`src/rtl/morse_character_keyer_assert.svh`:
```
// Assertion macros for the Morse character keyer.
`ifndef MORSE_CHARACTER_KEYER_ASSERT_SVH
`define MORSE_CHARACTER_KEYER_ASSERT_SVH

`ifndef SYNTH
// Checked only out of reset.
`define MCK_ASSERT(lbl, prop, msg) \
  lbl: assert property (@(posedge clk_i) disable iff (!rst_ni) prop) else $error(msg);
// Checked at every edge, reset included.
`define MCK_ASSERT_ALWAYS(lbl, prop, msg) \
  lbl: assert property (@(posedge clk_i) prop) else $error(msg);
`else
`define MCK_ASSERT(lbl, prop, msg)
`define MCK_ASSERT_ALWAYS(lbl, prop, msg)
`endif

`endif

```
`src/rtl/mck_pkg.sv`:
```
// Package: widths, constants, types and Morse lookup for the keyer.
`timescale 1ns / 1ps

package mck_pkg;

  localparam int unsigned CharW = 8;
  localparam int unsigned UnitW = 11;
  localparam int unsigned ToneW = 12;
  localparam int unsigned GapW  = 13;
  localparam int unsigned CodeW = 7;

  localparam logic [UnitW-1:0] UnitMin   = 11'd1;
  localparam logic [UnitW-1:0] UnitMax   = 11'd1200;
  localparam logic [UnitW-1:0] UnitReset = 11'd60;

  // Pattern with only the sentinel left: space or end of character.
  localparam logic [CodeW-1:0] CodeSpace = 7'h01;

  // Shared multiply-by-constant op: (unit << shift) + (add_twice ? unit << 1 : 0).
  typedef struct packed {
    logic [1:0] shift;
    logic       add_twice;
  } mck_op_t;

  localparam mck_op_t OpUnit     = '{shift: 2'd0, add_twice: 1'b0};
  localparam mck_op_t OpTriple   = '{shift: 2'd0, add_twice: 1'b1};
  localparam mck_op_t OpQuad     = '{shift: 2'd2, add_twice: 1'b0};
  localparam mck_op_t OpSextuple = '{shift: 2'd2, add_twice: 1'b1};

  typedef enum logic [3:0] {
    StIdle = 4'b0001,
    StTone = 4'b0010,
    StGap  = 4'b0100,
    StOut  = 4'b1000
  } mck_state_e;

  // LSB-first pattern behind a leading 1; dit = 0, dah = 1.
  function automatic logic [CodeW-1:0] mck_lookup(input logic [CharW-1:0] c);
    logic [CodeW-1:0] code;
    case (c)
      8'h45:   code = 7'h02; // E
      8'h49:   code = 7'h04; // I
      8'h53:   code = 7'h08; // S
      8'h54:   code = 7'h03; // T
      8'h41:   code = 7'h06; // A
      8'h48:   code = 7'h10; // H
      8'h4E:   code = 7'h05; // N
      8'h44:   code = 7'h09; // D
      8'h52:   code = 7'h0A; // R
      8'h55:   code = 7'h0C; // U
      8'h46:   code = 7'h14; // F
      8'h42:   code = 7'h11; // B
      8'h47:   code = 7'h0B; // G
      8'h4C:   code = 7'h12; // L
      8'h4D:   code = 7'h07; // M
      8'h56:   code = 7'h18; // V
      8'h57:   code = 7'h0E; // W
      8'h43:   code = 7'h15; // C
      8'h4F:   code = 7'h0F; // O
      8'h4A:   code = 7'h1E; // J
      8'h4B:   code = 7'h0D; // K
      8'h51:   code = 7'h1B; // Q
      8'h50:   code = 7'h16; // P
      8'h58:   code = 7'h19; // X
      8'h5A:   code = 7'h13; // Z
      8'h59:   code = 7'h1D; // Y
      8'h30:   code = 7'h3F; // 0
      8'h31:   code = 7'h3E; // 1
      8'h32:   code = 7'h3C; // 2
      8'h33:   code = 7'h38; // 3
      8'h34:   code = 7'h30; // 4
      8'h35:   code = 7'h20; // 5
      8'h36:   code = 7'h21; // 6
      8'h37:   code = 7'h23; // 7
      8'h38:   code = 7'h27; // 8
      8'h39:   code = 7'h2F; // 9
      8'h3F:   code = 7'h4C; // ?
      8'h2E:   code = 7'h6A; // .
      8'h2C:   code = 7'h73; // ,
      8'h3D:   code = 7'h31; // =
      8'h2F:   code = 7'h29; // /
      8'h3A:   code = 7'h47; // :
      8'h21:   code = 7'h75; // !
      8'h2D:   code = 7'h61; // -
      8'h27:   code = 7'h5E; // apostrophe
      8'h2B:   code = 7'h2A; // +
      default: code = CodeSpace; // space and anything unknown
    endcase
    return code;
  endfunction

endpackage

```
`src/rtl/mck_char_if.sv`:
```
// Input channel: one ASCII character per beat.
`timescale 1ns / 1ps

interface mck_char_if import mck_pkg::*; ();
  logic             valid;
  logic             ready;
  logic [CharW-1:0] char_code;

  modport source (output valid, output char_code, input ready);
  modport sink   (input valid, input char_code, output ready);
endinterface

```
`src/rtl/mck_elem_if.sv`:
```
// Output channel: one Morse element per beat.
`timescale 1ns / 1ps

interface mck_elem_if import mck_pkg::*; ();
  logic             valid;
  logic             ready;
  logic [ToneW-1:0] tone_ms;
  logic [GapW-1:0]  gap_ms;
  logic             is_dah;
  logic             last;

  modport source (output valid, output tone_ms, output gap_ms, output is_dah,
                  output last, input ready);
  modport sink   (input valid, input tone_ms, input gap_ms, input is_dah,
                  input last, output ready);
endinterface

```
`src/rtl/morse_character_keyer.sv`:
```
// A character beat is followed by the lookup, tone and gap steps, then the first element;
// a space skips the gap step. Each element walks tone, gap and output, waiting in output
// while the output stalls; tone and gap share one adder. A character has 1 to 6 elements.
// Not ready while a character is in flight; ready again the cycle after its last beat.
// Reset (async, active low): idle, unit length back to 60 ms, no element pending.
`timescale 1ns / 1ps

`include "morse_character_keyer_assert.svh"

module morse_character_keyer import mck_pkg::*; (
  input  logic             clk_i,
  input  logic             rst_ni,
  input  logic             cfg_we_i,
  input  logic [UnitW-1:0] cfg_wdata_i,
  mck_char_if.sink         char_if,
  mck_elem_if.source       elem_if
);

  // Unit length register; sampled and clamped when a character is taken.
  logic [UnitW-1:0] unit_cfg_q;

  // Sequencer <-> shared shift-add unit.
  logic [UnitW-1:0] alu_unit;
  mck_op_t          alu_op;
  logic [GapW-1:0]  alu_res;

  // Element beat on the output channel.
  logic             elem_beat;

  assign elem_beat = elem_if.valid && elem_if.ready;

  always_ff @(posedge clk_i or negedge rst_ni) begin
    if (!rst_ni) begin
      unit_cfg_q <= UnitReset;
    end else if (cfg_we_i) begin
      unit_cfg_q <= cfg_wdata_i;
    end
  end

  // One adder does every multiply: x1, x3 (dah), x4 (final gap), x6 (space).
  mck_alu u_alu (
    .unit_i (alu_unit),
    .op_i   (alu_op),
    .res_o  (alu_res)
  );

  // Lookup, element walk and output register.
  mck_seq u_seq (
    .clk_i      (clk_i),
    .rst_ni     (rst_ni),
    .cfg_unit_i (unit_cfg_q),
    .char_if    (char_if),
    .elem_if    (elem_if),
    .unit_o     (alu_unit),
    .op_o       (alu_op),
    .res_i      (alu_res)
  );

  // One character at a time: never taking input while an element is offered.
  `MCK_ASSERT(a_busy_excl, !(char_if.ready && elem_if.valid), "ready while element pending")
  // Final beat frees the block.
  `MCK_ASSERT(a_last_frees, elem_beat && elem_if.last |=> char_if.ready, "busy after last beat")
  // A non-final beat keeps it busy.
  `MCK_ASSERT(a_mid_busy, elem_beat && !elem_if.last |=> !char_if.ready, "ready mid character")
  // Every element carries a nonzero gap.
  `MCK_ASSERT(a_gap_nonzero, elem_if.valid |-> elem_if.gap_ms != '0, "zero gap element")

endmodule

```
`src/rtl/mck_alu.sv`:
```
// Shared shift-add unit: unit length times 1, 3, 4 or 6.
`timescale 1ns / 1ps

module mck_alu import mck_pkg::*; (
  input  logic [UnitW-1:0] unit_i,
  input  mck_op_t          op_i,
  output logic [GapW-1:0]  res_o
);

  logic [GapW-1:0] base;
  logic [GapW-1:0] twice;

  always_comb begin
    base  = {{(GapW-UnitW){1'b0}}, unit_i} << op_i.shift;
    twice = op_i.add_twice ? {{(GapW-UnitW-1){1'b0}}, unit_i, 1'b0} : '0;
    res_o = base + twice;
  end

endmodule

```
`src/rtl/mck_seq.sv`:
```
// Sequencer: looks up the character and walks its pattern one element at a time.
`timescale 1ns / 1ps

module mck_seq import mck_pkg::*; (
  input  logic             clk_i,
  input  logic             rst_ni,
  input  logic [UnitW-1:0] cfg_unit_i,
  mck_char_if.sink         char_if,
  mck_elem_if.source       elem_if,
  output logic [UnitW-1:0] unit_o,
  output mck_op_t          op_o,
  input  logic [GapW-1:0]  res_i
);

  mck_state_e       state_q, state_d;
  logic [CodeW-1:0] code_q, code_d;
  logic [UnitW-1:0] unit_q, unit_d;
  logic [ToneW-1:0] tone_q, tone_d;
  logic [GapW-1:0]  gap_q, gap_d;
  logic             dah_q, dah_d;
  logic             last_q, last_d;
  logic             is_space;
  logic             fin;

  assign is_space = (code_q == CodeSpace);
  // Next shift leaves only the sentinel: this is the final element.
  assign fin      = (code_q[CodeW-1:1] == CodeSpace[CodeW-2:0]);

  assign char_if.ready   = (state_q == StIdle);
  assign elem_if.valid   = (state_q == StOut);
  assign elem_if.tone_ms = tone_q;
  assign elem_if.gap_ms  = gap_q;
  assign elem_if.is_dah  = dah_q;
  assign elem_if.last    = last_q;
  assign unit_o          = unit_q;

  always_comb begin
    state_d = state_q;
    code_d  = code_q;
    unit_d  = unit_q;
    tone_d  = tone_q;
    gap_d   = gap_q;
    dah_d   = dah_q;
    last_d  = last_q;
    op_o    = OpUnit;
    case (state_q)
      StIdle: begin
        if (char_if.valid) begin
          code_d = mck_lookup(char_if.char_code);
          if (cfg_unit_i < UnitMin) begin
            unit_d = UnitMin;
          end else if (cfg_unit_i > UnitMax) begin
            unit_d = UnitMax;
          end else begin
            unit_d = cfg_unit_i;
          end
          state_d = StTone;
        end
      end
      StTone: begin
        if (is_space) begin
          op_o    = OpSextuple;
          tone_d  = '0;
          gap_d   = res_i;
          dah_d   = 1'b0;
          last_d  = 1'b1;
          state_d = StOut;
        end else begin
          op_o    = code_q[0] ? OpTriple : OpUnit;
          tone_d  = res_i[ToneW-1:0];
          dah_d   = code_q[0];
          state_d = StGap;
        end
      end
      StGap: begin
        op_o    = fin ? OpQuad : OpUnit;
        gap_d   = res_i;
        last_d  = fin;
        code_d  = code_q >> 1;
        state_d = StOut;
      end
      StOut: begin
        if (elem_if.ready) begin
          state_d = last_q ? StIdle : StTone;
        end
      end
      default: state_d = StIdle;
    endcase
  end

  always_ff @(posedge clk_i or negedge rst_ni) begin
    if (!rst_ni) begin
      state_q <= StIdle;
      last_q  <= 1'b0;
    end else begin
      state_q <= state_d;
      last_q  <= last_d;
    end
  end

  always_ff @(posedge clk_i) begin
    code_q <= code_d;
    unit_q <= unit_d;
    tone_q <= tone_d;
    gap_q  <= gap_d;
    dah_q  <= dah_d;
  end

endmodule
```
`src/flat_wrapper.sv`:
```
// flat-port wrapper written by rule: the top's interface ports become plain ports
module morse_character_keyer_flat import mck_pkg::*;
  (clk_i, rst_ni, cfg_we_i, cfg_wdata_i, char_if_valid, char_if_char_code, char_if_ready, elem_if_valid, elem_if_tone_ms, elem_if_gap_ms, elem_if_is_dah, elem_if_last, elem_if_ready);
  mck_char_if char_if_i ();
  mck_elem_if elem_if_i ();
  input  logic clk_i;
  input  logic rst_ni;
  input  logic cfg_we_i;
  input  logic [UnitW-1:0] cfg_wdata_i;
  input wire logic [$bits(char_if_i.valid)-1:0] char_if_valid;
  input wire logic [$bits(char_if_i.char_code)-1:0] char_if_char_code;
  output wire logic [$bits(char_if_i.ready)-1:0] char_if_ready;
  output wire logic [$bits(elem_if_i.valid)-1:0] elem_if_valid;
  output wire logic [$bits(elem_if_i.tone_ms)-1:0] elem_if_tone_ms;
  output wire logic [$bits(elem_if_i.gap_ms)-1:0] elem_if_gap_ms;
  output wire logic [$bits(elem_if_i.is_dah)-1:0] elem_if_is_dah;
  output wire logic [$bits(elem_if_i.last)-1:0] elem_if_last;
  input wire logic [$bits(elem_if_i.ready)-1:0] elem_if_ready;
  assign char_if_i.valid = char_if_valid;
  assign char_if_i.char_code = char_if_char_code;
  assign char_if_ready = char_if_i.ready;
  assign elem_if_valid = elem_if_i.valid;
  assign elem_if_tone_ms = elem_if_i.tone_ms;
  assign elem_if_gap_ms = elem_if_i.gap_ms;
  assign elem_if_is_dah = elem_if_i.is_dah;
  assign elem_if_last = elem_if_i.last;
  assign elem_if_i.ready = elem_if_ready;
  morse_character_keyer u_core (.clk_i(clk_i), .rst_ni(rst_ni), .cfg_we_i(cfg_we_i), .cfg_wdata_i(cfg_wdata_i), .char_if(char_if_i), .elem_if(elem_if_i));
endmodule
```
`config.mk`:
```
export PLATFORM = sky130hd
export DESIGN_NAME = morse_character_keyer_flat
export DESIGN_NICKNAME = d
export VERILOG_FILES = /design/src/rtl/mck_pkg.sv /design/src/rtl/mck_char_if.sv /design/src/rtl/mck_elem_if.sv /design/src/rtl/morse_character_keyer.sv /design/src/rtl/mck_alu.sv /design/src/rtl/mck_seq.sv /design/src/flat_wrapper.sv
export VERILOG_INCLUDE_DIRS = /design/src /design/src/rtl
export SDC_FILE = /design/constraint.sdc
export NUM_CORES = 1
export LEC_CHECK = 0
export BUFFER_PORTS_ARGS = -buffer_cell sky130_fd_sc_hd__buf_2
export CAP_MARGIN = 30
export CORE_MARGIN = 2
export CORE_UTILIZATION = 52
export DETAILED_ROUTE_END_ITERATION = 8
export PLACE_DENSITY_LB_ADDON = 0.08
export SYNTH_ARGS = -nofsm -noshare
export SYNTH_HDL_FRONTEND = slang
export SYNTH_SLANG_ARGS = --single-unit
```
`constraint.sdc`:
```
create_clock -name clk_i -period 3.6 [get_ports clk_i]
set_input_delay 0.72 -clock clk_i [delete_from_list [all_inputs] [get_ports clk_i]]
set_output_delay 0.72 -clock clk_i [all_outputs]
set_load 0.01 [all_outputs]
```
* Word level (Yosys, flattened, before mapping)
Memory sizes are Yosys's and may differ from the RTL's. Index checks and enable logic that the tools add are counted.
Storage, ports and cells: register bits after elaboration 60, word-level logic and storage cells 48, ROM bits 896, memories 1, input port bits 24
Cells by class: $add $sub $neg 1, shift operators 1, equal/unequal tests 9, reduce and logical (&&, ||, !) cells 7, magnitude comparators 2, mux-type cells 18
Memory list:
- (name not given) | depth 128, width 7, rd ports 1, clocked after memory_dff 0, wr ports 0, RTL line mck_pkg.sv:40 | case (c)
Operator list (number):
- $pmux 13 s2 | 1
- $pmux 4 s4 | 1
- $mux 7 | 2
- $pmux 7 s2 | 1
- $add 13x12->13 | 1
- $mux 13 | 1
- $shl 11x2->13 | 1
- $mux 12 | 1
- $mux 4 | 3
- $gt 11x11->1 const B | 1
- $lt 11x1->1 const B | 1
- $mux 11 | 1
- $reduce_and 2->1 | 4
- $eq 7x1->1 const B | 1
- $eq 6x1->1 const B | 1
- $mux 3 | 2
- $pmux 3 s2 | 1
- $eq 4x1->1 const B | 1
- $eq 4x2->1 const B | 1
- $eq 4x3->1 const B | 1
- $eq 4x4->1 const B | 1
- $ne 2x2->1 const B | 2
- $reduce_bool 2->1 | 2
- $mux 1 | 2
- 4 further kinds | 4

* Longest topological paths before layout
depth after elaboration 7, mapped depth 14, gate-level depth less buffers 12

* By module
A second synthesis with hierarchy kept.
Unflattened totals: cell total of the unflattened synthesis 351, area, all modules 3902.5 um2
By module, submodules not included:
- mck_seq | cells an instance 229, area an instance 2617.5 um2, sequential area each 1447.6 um2, times used 1
- mck_alu | cells an instance 99, area an instance 832.0 um2, sequential area each 0.0 um2, times used 1
- morse_character_keyer | cells an instance 23, area an instance 452.9 um2, sequential area each 280.3 um2, times used 1

* Least setup slack after synthesis
Ideal clock, no wire load.
path kind register to register, start point register u_core.u_seq.code_q[3], end point register u_core.u_seq.tone_q[11] (netlist: u_core.u_seq.elem_if.tone_ms[11]) (data pin), cell stages (with the launch flop) 12, slack 0.173 ns, data required time 3.340 ns, setup time 0.260 ns, arrival 3.167 ns, path buffers 1, cell sequence edfxtp_1 or4_4 nor2_1 and2_4 buf_6 mux2_1 ha_1 a21oi_1 o21ai_1 a21oi_1 o31ai_1 mux2_2
Between the ends: word-level cells in the longest chain between the ends 5, elaborated cells between the ends (all ways) 8
RTL lines:
- from (decl) | RTL line mck_seq.sv:16 | logic [CodeW-1:0] code_q, code_d;
- from (signal assigned) | RTL line mck_seq.sv:102 | code_q <= code_d;
- $eq 7x1->1 / $eq 6x1->1 (equally long branches) | RTL line mck_seq.sv:25, mck_seq.sv:27
- $mux 3 (on tied branches) | RTL line mck_seq.sv:61, mck_seq.sv:76
- $pmux 3 s2 | RTL line mck_seq.sv:46 | case (state_q)
- $shl 11x2->13 / $mux 12 (equally long branches) | RTL line mck_alu.sv:14, mck_alu.sv:15
- $add 13x12->13 | RTL line mck_alu.sv:16 | res_o = base + twice;
- to (signal assigned) | RTL line mck_seq.sv:104 | tone_q <= tone_d;
- to (decl) | RTL line mck_seq.sv:18 | logic [ToneW-1:0] tone_q, tone_d;
Parallel ways exist; a longest one is shown, timed or not. A chain may end at the register's enable or synchronous reset.

* Worst setup path in the final report
Ends and elaborated chain as after synthesis.

==> impl_metrics.csv <==
group,metric,value,unit
drt,viasPerCell,5.573,
placement,io_buffers,52,
final_layout,layout-drive-gt1-share,0.2763,
logic_synthesis,synthFlopType,"edfxtp_1",
sta,rsz0062_at_grt,"no",
critical_path,crit_path_top_delay_cell,"or4_4",
global_route,grt_pass1_vias,2618,
cts,hold_buffers,0,
floorplanning,core_area,7137,um2
final_layout,layout.cells.most_common_list,"buf_2, edfxtp_1, nand2_1, a21oi_1, ha_1",
drt,ant_nets,0,
worst_hold_path,min_path_type,"in2async",
final_layout,n_fill_cell,643,
critical_path,max_stage_delay,0.57,ns
critical_path,worstPathRequired,3.69,ns
placement,place_congestion,0.8810,
drt,drc_errors,0,
logic_synthesis,syn_area,3771,um2
drt,drtPass1Iterations,4,
cts,cts_buffers,9,
logic_synthesis,synth_edf_count,44,
global_route,track_usage,0.2051,
sta,finalMaxSlewViolations,0,
cts,ctsHtreeMaxLevel,3,
logic_synthesis,synth_cell_types,57,
cts,insertion_delay,0.34,ns
floorplanning,start_util,0.5284,
logic_synthesis,syn_nets,395,
logic_synthesis,synth_seq_cells,60,
power,power,2.250,mW
global_route,grt_max_degree,31,
cts,cts_tree,"done",
floorplanning,die_y,89.16,um
sta,fmax,0.2893,GHz
critical_path,crit_arrival,3.54,ns
flow_run,max-cap-violations,0,
sta,fin_tns_setup,0,ns
final_layout,finalNetCount,450,
logic_synthesis,syn_avg_cell_area,10.81,um2
critical_path,reg2reg_slack,0.14,ns
logic_synthesis,yosysWarnings,0,
global_route,grt_pass1_wl,12430,um
logic_synthesis,synthArstFlopShare,0.2667,
final_layout,regArea,1729,um2
final_layout,multi_input_area,1928,um2
floorplanning,die_w,89.16,um
sta,finalHoldViolCount,0,
critical_path,crit_buf_inv,0,
global_route,overflow,0,
critical_path,end_kind,"flop",
logic_synthesis,synth-seq-area-share,0.4582,
final_layout,area_delta_synth_final,15.30,%
drt,wirelength,7673,um
critical_path,start_kind,"flop",
floorplanning,die_area,7950,um2
global_route,antenna_found_initial,0,
cts,clk_pin_slew,0.07,ns
sta,skew,0.01005,ns
power,ir_drop,277.9,uV
critical_path,timing.rr.end,"u_core.u_seq.elem_if.tone_ms[11]$_SDFFCE_PP0N_",
sta,fin_crit,3.456,ns
power,leakage,1.801,nW
sta,relSlewSlack,0.4064,
critical_path,r2r_cells,10,
critical_path,cp_top_family,"simple AND/OR/NAND/NOR gates",
outcome,status,"finished, final reports clean",
drt,wl_per_cell,15.10,um
cts,ctsLongestPathBuffers,2,
placement,dp_hpwl,5496,um
critical_path,crit_type,"reg2reg",
floorplanning,io_pins,53,
sta,finalSetupViolations,0,
critical_path,r2r_start,"u_core.u_seq.code_q[3]$_DFFE_PP_",
critical_path,cp_max_fo,8,
drt,vias,2831,
power,powerDensity,517.5,nW/um2
cts,cts_sinks,60,
floorplanning,rows,31,
sta,worstMarginPinSlew,0.8780,ns
sta,hold_ws,0.2711,ns
critical_path,crit_chain,"or4_4 > nor2_1 > and2_4 > mux2_1 > ha_1 > nand2_1 > o21ai_1 > a21oi_1 > o31ai_1 > mux2_2",
sta,fin_crit_sh,0.9601,
final_layout,mostFrequentLayoutCell,"buf_2",
final_layout,antenna_cells,0,
cts,cts_root_buffer,"clkbuf_8",
logic_synthesis,synthCells,349,
drt,first_iter_violations,110,
-- per-stage QoR --
stage	instances	utilization	worst slack [ns]	instance area, um2
floorplan	349	-	0.1735	3771
global placement	492	0.5817	0.2432	4151
detailed placement	492	0.5817	0.1535	4151
CTS	508	0.6078	0.1477	4338
global route	508	0.6092	0.005212	4348
finish	508	0.6092	0.1438	4348
-- cells in the mapped netlist (all sizes together), types with 5 or more instances --
cell,instances,area (um2)
a21oi,30,150.1
and2,12,77.58
and3,14,87.58
buf,7,46.29
clkbuf,11,41.29
dfrtp,11,275.3
dfstp,5,131.4
edfxtp,44,1321
ha,21,262.8
inv,11,41.29
mux2,23,259.0
mux2i,5,50.05
nand2,30,112.6
nand2b,6,37.54
nand3,5,25.02
nor2,14,52.55
nor2b,14,87.58
nor3,6,30.03
nor4b,7,103.9
o21ai,18,93.84
o31ai,5,51.30
xnor2,6,52.55
-- kinds of logic after synthesis --
logic type,Yosys count,synth area share
AND/OR/NAND/NOR,120,0.1868
adder cells (fa/ha/maj),22,0.07498
AO/OA/AOI/OAI,78,0.1301
buffers and inverters,30,0.03517
multiplexers,30,0.09390
XOR/XNOR,9,0.02090
flip-flops,60,0.4582
-- registers in the layout, indices dropped and copies added, names as in the netlist --
signal / cells
u_core.unit_cfg_q: 11
u_core.u_seq.state_q: 4
u_core.u_seq.elem_if.gap_ms: 13
u_core.u_seq.elem_if.last: 1
u_core.u_seq.elem_if.tone_ms: 12
u_core.u_seq.unit_o: 11
u_core.u_seq.elem_if.is_dah: 1
u_core.u_seq.code_q: 7
-- where the power goes --
| group | internal [mW] | switching, mW |
|---|---|---|
| Clock | 0.292 | 0.274 |
| Sequential | 0.932 | 0.105 |
| Combinational | 0.285 | 0.362 |
| Total | 1.51 | 0.741 |
-- layer usage --
layer / track usage / routed length [um] / vias to the layer above
met5: 0 / 0 / -
met4: 0.09634 / 118 / 0
met3: 0.04801 / 259 / 9
met2: 0.3178 / 3645 / 63
met1: 0.2728 / 3650 / 1351
li1: - / - / 1408
-- repair_timing --
action                     4_1_cts  5_1_grt
setup buffers                    0        0
setup endpoints to repair        0        5
resized for setup                0        3
-- final cells by class --
class / count / area share
clock inverter: 5 / 0.007770
tap: 99 / 0.02849
clock buffer: 11 / 0.03511
multi-input combinational: 259 / 0.4435
sequential: 60 / 0.3977
timing repair buffer: 62 / 0.07712
inverter: 12 / 0.01036
-- worst max path at each step --
stage / startpoint / end / slack [ns] / depth (start not counted)
2_1_floorplan: u_core.u_seq.code_q[3]$_DFFE_PP_ / u_core.u_seq.elem_if.tone_ms[11]$_SDFFCE_PP0N_ / 0.17 / 11
3_3_place_gp: u_core.u_seq.code_q[3]$_DFFE_PP_ / u_core.u_seq.elem_if.tone_ms[11]$_SDFFCE_PP0N_ / 0.24 / 10
3_5_place_dp: u_core.u_seq.code_q[3]$_DFFE_PP_ / u_core.u_seq.elem_if.tone_ms[11]$_SDFFCE_PP0N_ / 0.15 / 10
4_1_cts: u_core.u_seq.code_q[3]$_DFFE_PP_ / u_core.u_seq.elem_if.tone_ms[11]$_SDFFCE_PP0N_ / 0.15 / 10
5_1_grt: u_core.u_seq.code_q[3]$_DFFE_PP_ / u_core.u_seq.elem_if.tone_ms[11]$_SDFFCE_PP0N_ / 0.005 / 10
6_report: u_core.u_seq.code_q[3]$_DFFE_PP_ / u_core.u_seq.elem_if.tone_ms[11]$_SDFFCE_PP0N_ / 0.14 / 10
-- worst register-to-register path, cell delays in order, from the launching register on --
cell      delay (ns)
edfxtp_1        0.39
or4_4           0.57
nor2_1          0.16
and2_4          0.23
mux2_1          0.34
ha_1            0.35
nand2_1         0.10
o21ai_1         0.17
a21oi_1         0.13
o31ai_1         0.39
mux2_2          0.38
Note: power is estimated with default switching activity, not from simulation.
